`src/rtl/bsc_pkg.sv`:
```
package bsc_pkg;

  localparam int MaxProcs  = 16;
  localparam int MaxRes    = 8;
  localparam int ValueBits = 16;
  localparam int ProcBits  = 4;
  localparam int ResBits   = 3;
  localparam int WorkBits  = 21;
  localparam int NeedBits  = ValueBits + 1;
  localparam int NpBits    = 5;
  localparam int NrBits    = 4;
  localparam int MemDepth  = MaxProcs * MaxRes;
  localparam int AddrBits  = ProcBits + ResBits;

  localparam logic [1:0] REQ_AVAIL = 2'd0;
  localparam logic [1:0] REQ_MAX   = 2'd1;
  localparam logic [1:0] REQ_ALLOC = 2'd2;
  localparam logic [1:0] REQ_CHECK = 2'd3;

  localparam logic [0:0] CFG_NUM_PROCS = 1'd0;
  localparam logic [0:0] CFG_NUM_RES   = 1'd1;

  // Controller to datapath commands.
  typedef struct packed {
    logic                init;      // load work vector from available, clear flags
    logic                rd;        // issue matrix read at proc/res
    logic [ProcBits-1:0] proc;
    logic [ResBits-1:0]  res;
    logic                cmp;       // compare registered read data against work
    logic                add;       // add registered alloc into work[res]
    logic                grant;     // mark proc finished and append to sequence
    logic                seq_rd;    // read sequence entry at seq_idx
    logic [ProcBits-1:0] seq_idx;
  } cmd_t;

  typedef struct packed {
    logic                fits;      // need <= work on compared column
    logic                finished;  // finished flag of cmd.proc
    logic [ProcBits-1:0] seq_proc;
  } stat_t;

endpackage

```
`src/rtl/bankers_safety_check_unit.sv`:
```
// Banker's safety check unit.
// Input channel (in_valid/in_stall): req_type, proc_index, res_index, value.
// Load items (available, max claim, allocation) are taken one per cycle
// while no check runs and give no result. A check item runs the safety test
// over the loaded stores and holds in_stall high until its last result sits
// in the output register. Output channel (out_valid/out_stall): is_safe,
// proc_id, last. A safe system yields one transaction per process (num_procs
// after clamping) in safe order, last marking the final one; an unsafe system
// yields one transaction with is_safe 0, proc_id 0. A check walks the
// matrices one entry at a time through a single memory read port: each process
// visit compares its row resource by resource, and each grant walks its alloc
// row again to add it into work, for up to num_procs passes.
// Configuration (cfg_valid/cfg_ready, cfg_index, cfg_data) writes num_procs
// and num_resources; out-of-range values are clamped where a check uses them.
// Reset (rst, synchronous) drops any check in flight, empties the output
// register and sets both counts to 1; the stores keep stale contents.
// When the receiver stalls, hold the current result and pause the check.
module bankers_safety_check_unit (
  input  logic                          clk,
  input  logic                          rst,
  input  logic                          in_valid,
  output logic                          in_stall,
  input  logic [1:0]                    req_type,
  input  logic [bsc_pkg::ProcBits-1:0]  proc_index,
  input  logic [bsc_pkg::ResBits-1:0]   res_index,
  input  logic [bsc_pkg::ValueBits-1:0] value,
  output logic                          out_valid,
  input  logic                          out_stall,
  output logic                          is_safe,
  output logic [bsc_pkg::ProcBits-1:0]  proc_id,
  output logic                          last,
  input  logic                          cfg_valid,
  output logic                          cfg_ready,
  input  logic                          cfg_index,
  input  logic [bsc_pkg::NpBits-1:0]    cfg_data
);
  import bsc_pkg::*;

  logic [NpBits-1:0] num_procs;
  logic [NrBits-1:0] num_resources;
  logic [NpBits-1:0] np;
  logic [NrBits-1:0] nr;
  logic              busy, accept, start, load_en;
  cmd_t              cmd;
  stat_t             stat;

  assign cfg_ready = 1'b1;

  always_ff @(posedge clk) begin
    if (rst) begin
      num_procs     <= NpBits'(1);
      num_resources <= NrBits'(1);
    end else if (cfg_valid) begin
      unique case (cfg_index)
        CFG_NUM_PROCS: num_procs     <= cfg_data;
        CFG_NUM_RES:   num_resources <= cfg_data[NrBits-1:0];
        default: ;
      endcase
    end
  end

  // Clamp counts to the stores.
  assign np = (num_procs == '0) ? NpBits'(1)
            : (num_procs > NpBits'(MaxProcs)) ? NpBits'(MaxProcs) : num_procs;
  assign nr = (num_resources == '0) ? NrBits'(1)
            : (num_resources > NrBits'(MaxRes)) ? NrBits'(MaxRes) : num_resources;

  // Hold the input channel while a check runs.
  assign in_stall = busy;
  assign accept   = in_valid && !in_stall;
  assign start    = accept && req_type == REQ_CHECK;
  assign load_en  = accept && req_type != REQ_CHECK;

  bsc_ctrl u_ctrl (
    .clk, .rst, .start, .np, .nr, .stat, .cmd,
    .busy,
    .res_valid (out_valid),
    .res_stall (out_stall),
    .res_safe  (is_safe),
    .res_proc  (proc_id),
    .res_last  (last)
  );

  bsc_datapath u_dp (
    .clk, .rst, .load_en, .req_type, .proc_index, .res_index, .value,
    .nr, .cmd, .stat
  );

endmodule

```
`src/rtl/bsc_datapath.sv`:
```
module bsc_datapath (
  input  logic                        clk,
  input  logic                        load_en,
  input  logic [1:0]                  req_type,
  input  logic [bsc_pkg::ProcBits-1:0] proc_index,
  input  logic [bsc_pkg::ResBits-1:0]  res_index,
  input  logic [bsc_pkg::ValueBits-1:0] value,
  input  logic [bsc_pkg::NrBits-1:0]  nr,
  input  logic                        rst,
  input  bsc_pkg::cmd_t               cmd,
  output bsc_pkg::stat_t              stat
);
  import bsc_pkg::*;

  logic [ValueBits-1:0] avail_mem [MaxRes];
  logic [ValueBits-1:0] max_mem   [MemDepth];
  logic [ValueBits-1:0] alloc_mem [MemDepth];
  logic [ProcBits-1:0]  seq_mem   [MaxProcs];
  logic [WorkBits-1:0]  work      [MaxRes];
  logic [MaxProcs-1:0]  finished;
  logic [ProcBits-1:0]  grant_cnt;
  logic [ValueBits-1:0] max_q, alloc_q;
  logic [ResBits-1:0]   res_q;
  logic [ProcBits-1:0]  seq_q;
  logic [AddrBits-1:0]  load_addr, rd_addr;
  logic signed [NeedBits:0]   need;
  logic signed [WorkBits:0]   work_s;

  assign load_addr = {proc_index, res_index};
  assign rd_addr   = {cmd.proc, cmd.res};

  always_ff @(posedge clk) begin
    if (load_en && req_type == REQ_MAX) max_mem[load_addr] <= value;
    if (load_en && req_type == REQ_ALLOC) alloc_mem[load_addr] <= value;
    if (load_en && req_type == REQ_AVAIL) avail_mem[res_index] <= value;
    if (cmd.rd) begin
      max_q   <= max_mem[rd_addr];
      alloc_q <= alloc_mem[rd_addr];
      res_q   <= cmd.res;
    end
    if (cmd.grant) seq_mem[grant_cnt] <= cmd.proc;
    if (cmd.seq_rd) seq_q <= seq_mem[cmd.seq_idx];
  end

  // Work vector and flags: an add updates a single column; init reloads every column and clears the flags.
  always_ff @(posedge clk) begin
    if (rst) begin
      finished  <= '0;
      grant_cnt <= '0;
      for (int j = 0; j < MaxRes; j++) work[j] <= '0;
    end else if (cmd.init) begin
      finished  <= '0;
      grant_cnt <= '0;
      for (int j = 0; j < MaxRes; j++) begin
        work[j] <= (ResBits'(j) < nr[ResBits-1:0] || nr[ResBits])
                   ? WorkBits'(avail_mem[j]) : '0;
      end
    end else begin
      if (cmd.add) work[res_q] <= work[res_q] + WorkBits'(alloc_q);
      if (cmd.grant) begin
        finished[cmd.proc] <= 1'b1;
        grant_cnt          <= grant_cnt + 1'b1;
      end
    end
  end

  assign need   = $signed({2'b00, max_q}) - $signed({2'b00, alloc_q});
  assign work_s = $signed({1'b0, work[res_q]});
  assign stat.fits     = !((WorkBits+1)'(need) > work_s);
  assign stat.finished = finished[cmd.proc];
  assign stat.seq_proc = seq_q;

endmodule

```
`src/rtl/bsc_ctrl.sv`:
```
module bsc_ctrl (
  input  logic                         clk,
  input  logic                         rst,
  input  logic                         start,
  input  logic [bsc_pkg::NpBits-1:0]   np,
  input  logic [bsc_pkg::NrBits-1:0]   nr,
  input  bsc_pkg::stat_t               stat,
  output bsc_pkg::cmd_t                cmd,
  output logic                         busy,
  output logic                         res_valid,
  input  logic                         res_stall,
  output logic                         res_safe,
  output logic [bsc_pkg::ProcBits-1:0] res_proc,
  output logic                         res_last
);
  import bsc_pkg::*;

  typedef enum logic [2:0] {
    S_IDLE, S_INIT, S_PROC, S_READ, S_CMP, S_ADD, S_EMIT, S_OUT
  } state_t;

  state_t              state;
  logic [ProcBits-1:0] proc;
  logic [ResBits-1:0]  res;
  logic [NpBits-1:0]   granted;
  logic                found;
  logic                fail;
  logic [NpBits-1:0]   emit_idx;
  logic                res_wait;

  logic proc_end, res_end, emit_end;
  assign proc_end = (NpBits'(proc) + 1'b1 == np);
  assign res_end  = (NrBits'(res) + 1'b1 == nr);
  assign emit_end = (emit_idx + 1'b1 == np);

  // The add step reads the alloc column while res_wait is low, registers it, and adds it once res_wait is set.
  always_comb begin
    cmd         = '0;
    cmd.proc    = proc;
    cmd.res     = res;
    cmd.seq_idx = emit_idx[ProcBits-1:0];
    cmd.init    = (state == S_INIT);
    cmd.rd      = (state == S_READ) || (state == S_ADD && !res_wait);
    cmd.cmp     = (state == S_CMP);
    cmd.add     = (state == S_ADD) && res_wait;
    cmd.grant   = (state == S_ADD) && res_wait && res_end;
    cmd.seq_rd  = (state == S_EMIT);
  end

  assign busy = (state != S_IDLE);

  always_ff @(posedge clk) begin
    if (rst) begin
      state     <= S_IDLE;
      res_valid <= 1'b0;
      proc      <= '0;
      res       <= '0;
      granted   <= '0;
      found     <= 1'b0;
      fail      <= 1'b0;
      emit_idx  <= '0;
      res_wait  <= 1'b0;
    end else begin
      if (res_valid && !res_stall && state != S_OUT) res_valid <= 1'b0;
      unique case (state)
        S_IDLE: begin
          if (start) state <= S_INIT;
        end
        S_INIT: begin
          proc    <= '0;
          res     <= '0;
          granted <= '0;
          found   <= 1'b0;
          state   <= S_PROC;
        end
        S_PROC: begin
          res <= '0;
          if (stat.finished) begin
            priority if (!proc_end) proc <= proc + 1'b1;
            else if (!found) begin
              fail <= 1'b1; state <= S_EMIT;
            end else begin
              proc <= '0; found <= 1'b0;
            end
          end else begin
            state <= S_READ;
          end
        end
        S_READ: state <= S_CMP;
        S_CMP: begin
          priority if (!stat.fits) begin
            res <= '0;
            priority if (!proc_end) begin
              proc <= proc + 1'b1; state <= S_PROC;
            end else if (!found) begin
              fail <= 1'b1; state <= S_EMIT;
            end else begin
              proc <= '0; found <= 1'b0; state <= S_PROC;
            end
          end else if (!res_end) begin
            res <= res + 1'b1; state <= S_READ;
          end else begin
            res <= '0; state <= S_ADD;
          end
        end
        S_ADD: begin
          // Walk alloc row again, adding each column into work.
          if (res_wait) begin
            res_wait <= 1'b0;
            if (res_end) begin
              granted <= granted + 1'b1;
              res     <= '0;
              priority if (granted + 1'b1 == np) begin
                emit_idx <= '0; state <= S_EMIT;
              end else if (!proc_end) begin
                proc <= proc + 1'b1; found <= 1'b1; state <= S_PROC;
              end else begin
                proc <= '0; found <= 1'b0; state <= S_PROC;
              end
            end else begin
              res <= res + 1'b1;
            end
          end else begin
            res_wait <= 1'b1;
          end
        end
        S_EMIT: state <= S_OUT;
        S_OUT: begin
          if (!res_valid || !res_stall) begin
            res_valid <= 1'b1;
            res_safe  <= !fail;
            res_proc  <= fail ? '0 : stat.seq_proc;
            res_last  <= fail || emit_end;
            if (fail || emit_end) begin
              fail <= 1'b0; emit_idx <= '0; state <= S_IDLE;
            end else begin
              emit_idx <= emit_idx + 1'b1; state <= S_EMIT;
            end
          end
        end
        default: state <= S_IDLE;
      endcase
    end
  end

  assert property (@(posedge clk) disable iff (rst)
    cmd.grant |-> !stat.finished) else $error("grant of finished process");
  assert property (@(posedge clk) disable iff (rst)
    (state == S_OUT && res_valid && res_stall) |=> state == S_OUT)
    else $error("result overwritten under stall");
  assert property (@(posedge clk) disable iff (rst)
    start |-> state == S_IDLE) else $error("check started while busy");

endmodule

```
`config.mk`:
```
export PLATFORM = sky130hd
export DESIGN_NAME = bankers_safety_check_unit
export DESIGN_NICKNAME = d
export VERILOG_FILES = /design/src/rtl/bsc_pkg.sv /design/src/rtl/bankers_safety_check_unit.sv /design/src/rtl/bsc_datapath.sv /design/src/rtl/bsc_ctrl.sv
export SDC_FILE = /design/constraint.sdc
export NUM_CORES = 2
export LEC_CHECK = 0
export BUFFER_PORTS_ARGS = -buffer_cell sky130_fd_sc_hd__buf_2
export CORE_MARGIN = 5
export CORE_UTILIZATION = 50
export CTS_CLUSTER_SIZE = 40
export DETAILED_ROUTE_END_ITERATION = 6
export PLACE_DENSITY = 0.64
export RECOVER_POWER = 25
export SYNTH_ARGS = -nofsm -noshare
export SYNTH_HDL_FRONTEND = slang
export SYNTH_MEMORY_MAX_BITS = 65536
export SYNTH_SLANG_ARGS = --single-unit
```
`constraint.sdc`:
```
create_clock -name clk -period 9.3 [get_ports clk]
set_input_delay 2.325 -clock clk [delete_from_list [all_inputs] [get_ports clk]]
set_output_delay 2.325 -clock clk [all_outputs]
set_load 0.01 [all_outputs]
```
==> impl_metrics.ini <==
[run_status]
outcome = finished with violations
violations = capacitance limit, slew limit

[layout]
layout_commonest_cell = edfxtp_1
syn_to_final_growth_pct = 11.8
drive_gt1_share_pct = 23.5
finish.utilization_pct = 56.1
nNetsFinal = 8929
final_cell_mix = edfxtp_1 (4,501), mux4_2 (1,018), mux2i_1 (468), clkbuf_16 (449), buf_4 (271)

[logic_synthesis]
yosys.area.top_type = edfxtp_1
avgSynthCellArea_sq_um = 20.9
synth_warnings = 0
ys_top_cells_by_area = edfxtp_1 (76%), mux4_2 (13%), mux2i_1 (2.6%)
ys_types = 82
yosys_register_bits = 4557
synth_ff_type = edfxtp_1
synth_edf_count = 4501
synth_nets = 8624
synthArstFlopShare_pct = 0
synth.yosys.seq_area_share_pct = 76.3
synth_top_area_share_pct = 75.7
netlist_instances = 8524
netlist_area_sq_um = 179000

[placed_design]
portBuffers = 43
gp_congestion = 0.848
dpl_worst_slack_ps = 3310
hpwl_mm = 277

[critical_path]
crit_path_max_fanout = 61
worst_setup_path_start_kind = input port
cp_common_cell = clkbuf_1
reg2regPathDepth = 9
crit_type = in -> reg
endpoint_kind = flop
crit_path_top_delay_cell = clkbuf_1
required_ps = 9570
reg2reg_from = u_ctrl.res[0]
r2r-end = u_dp.alloc_q[7]
crit_chain = clkbuf_1, clkbuf_1
critPathArrivalTime_ps = 7600
cp_num_buf_inv = 2
r2r_slack_ps = 2540
critical_path.max_stage_delay_ps = 2630
crit_family = buffers and inverters

[pwr]
ir_drop_v = 0.000184
leakage_nw = 60.1
finalPower_mw = 41.2
power_per_cell_area_nw_per_um2 = 206

[hold_path]
hold_depth = 2
hp-class = reg -> reg
min_from = u_dp.finished[11]
whs_endpoint = u_dp.finished[11]

[timing]
relSlewSlack_pct = -333
tightest_slew_ps = 6500
timing.setup.tns_ps = 0
hold_viol = 0
fin_ws_ps = 1970
rsz0062_at_grt = no
hold_ws_ps = 475
skew_ps = 86.0
finalCritPeriodShare_pct = 78.8
setup_viol = 0
fmax_mhz = 136
min_period_ps = 7330
slew_violations = 1496

[drt]
totalWireLength_mm = 474
detail-route-antenna-nets = 0
via_per_inst = 6.40
top_layer = met5
met2WireLength_mm = 229
wl_per_cell_um = 34.0
drc = 0
wl_met3_mm = 44.1
met1_length_mm = 187
vias = 89400
dr.pass1.iters = 5
drt_iter0_markers = 11800

[clocking]
clock-sinks = 4557
cts.clk_slew.worst_paths_ps = 60
cts-buffers-inserted = 447
clk_latency_ps = 990
cts-resized-gates = 0
clockRootBuffer = clkbuf_16
clockBufferDepth = 4
cts_hold_buf = 0
cts_tree = yes
htree_levels = 5
post_cts_buffers = 0

[grt]
track_usage_pct = 25.2
grt_pass1_vias = 88700
grt_max_degree = 177
grt_pass1_wl_mm = 670
antenna_found_initial = 33
gr-total-overflow = 0

[floorplan]
rows = 219
start_util_pct = 50.2
die_area_sq_um = 369000
io_pins = 45
fp.dieW_um = 608
core_area_sq_um = 356000
die_h_um = 608

[run]
drv_cap = 25
## flip-flops by register name, indices dropped and copies added, names as in the netlist, 3 cells and up, named ones only
| signal | count |
|---|---|
| num_procs | 5 |
| num_resources | 4 |
| u_ctrl.emit_idx | 5 |
| u_ctrl.granted | 5 |
| u_ctrl.proc | 4 |
| u_ctrl.res | 3 |
| u_ctrl.res_proc | 4 |
| u_ctrl.state | 3 |
| u_dp.alloc_mem | 2048 |
| u_dp.alloc_q | 16 |
| u_dp.avail_mem | 128 |
| u_dp.finished | 16 |
| u_dp.grant_cnt | 4 |
| u_dp.max_mem | 2048 |
| u_dp.max_q | 16 |
| u_dp.res_q | 3 |
| u_dp.seq_mem | 64 |
| u_dp.seq_q | 4 |
| u_dp.work | 168 |
## worst max path at each step
stage | from | endpoint | slack, ps | cells after the start
3_5_place_dp | in_valid | u_dp.alloc_mem[94][2] | 3310 | 6
6_report | value[0] | u_dp.alloc_mem[18][0] | 1970 | 2
5_1_grt | value[0] | u_dp.alloc_mem[18][0] | 1890 | 2
2_1_floorplan | res_index[1] | u_dp.avail_mem[2][0] | 4210 | 3
3_3_place_gp | in_valid | u_dp.alloc_mem[54][11] | 3280 | 6
4_1_cts | u_dp.max_q[2] | u_ctrl.proc[1] | 3900 | 17
## through the flow
stage	area [sq um]	instances
floorplan	179000	8524
global route	200000	14000
CTS	200000	13900
detailed placement	185000	13100
global placement	185000	13100
finish	200000	14000
## synth_stat cells (8+ instances only)
cell,number
nor3b_1,8
a21oi_1,169
a211oi_1,69
o21ai_0,54
inv_1,59
dfxtp_1,56
nor2b_1,26
mux2_2,12
nor3_1,54
nand2_1,243
and2_1,9
mux2i_1,468
a21o_1,15
xor2_1,16
a2111oi_0,8
a31oi_1,22
xnor2_1,31
o21a_1,12
o221ai_1,212
and3_1,10
mux4_2,1018
buf_2,100
clkbuf_1,247
o21ai_1,69
nand2b_1,10
nand3_1,29
o31ai_1,15
buf_6,43
buf_1,31
a22o_1,121
edfxtp_1,4501
nor2_1,395
buf_4,76
o22ai_1,133
ha_1,62
o211ai_1,9
## cell type report
class / instances / area [sq um]
fill: 26200 / 156000
sequential: 4557 / 136000
multi-input combinational: 3407 / 39800
clock buffer: 563 / 11700
tap: 4751 / 5940
timing repair buffer: 353 / 2930
clock inverter: 250 / 2570
inverter: 63 / 251
antenna: 16 / 40.0
## report_power, final
group          total (mW)  internal (mW)  switching (mW)
logic               0.730          0.117           0.613
registers            22.7           22.7          0.0260
clock network        17.8           10.1            7.70
## per-layer routing
metal / vias up / track usage (%)
met3: 675 / 5.16
met4: 10 / 7.21
li1: 36400 / -
met5: - / 0
met1: 47800 / 35.9
met2: 4482 / 39.9
## cell families (layout without fill, tap and decap cells)
logic type | Yosys count | after routing | share of synthesized area [%]
DFF | 4557 | 4557 | 76.3
muxes | 1501 | 1501 | 15.6
AOI/OAI and AO/OA | 959 | 959 | 3.80
and+or+nand+nor | 834 | 834 | 2.00
buffers and inverters | 560 | 1229 | 1.59
adders and majority gates | 64 | 64 | 0.457
xor gates and xnor gates | 48 | 48 | 0.243
other | 1 | 17 | 0.00210
Note: power is estimated with default switching activity, not from simulation.
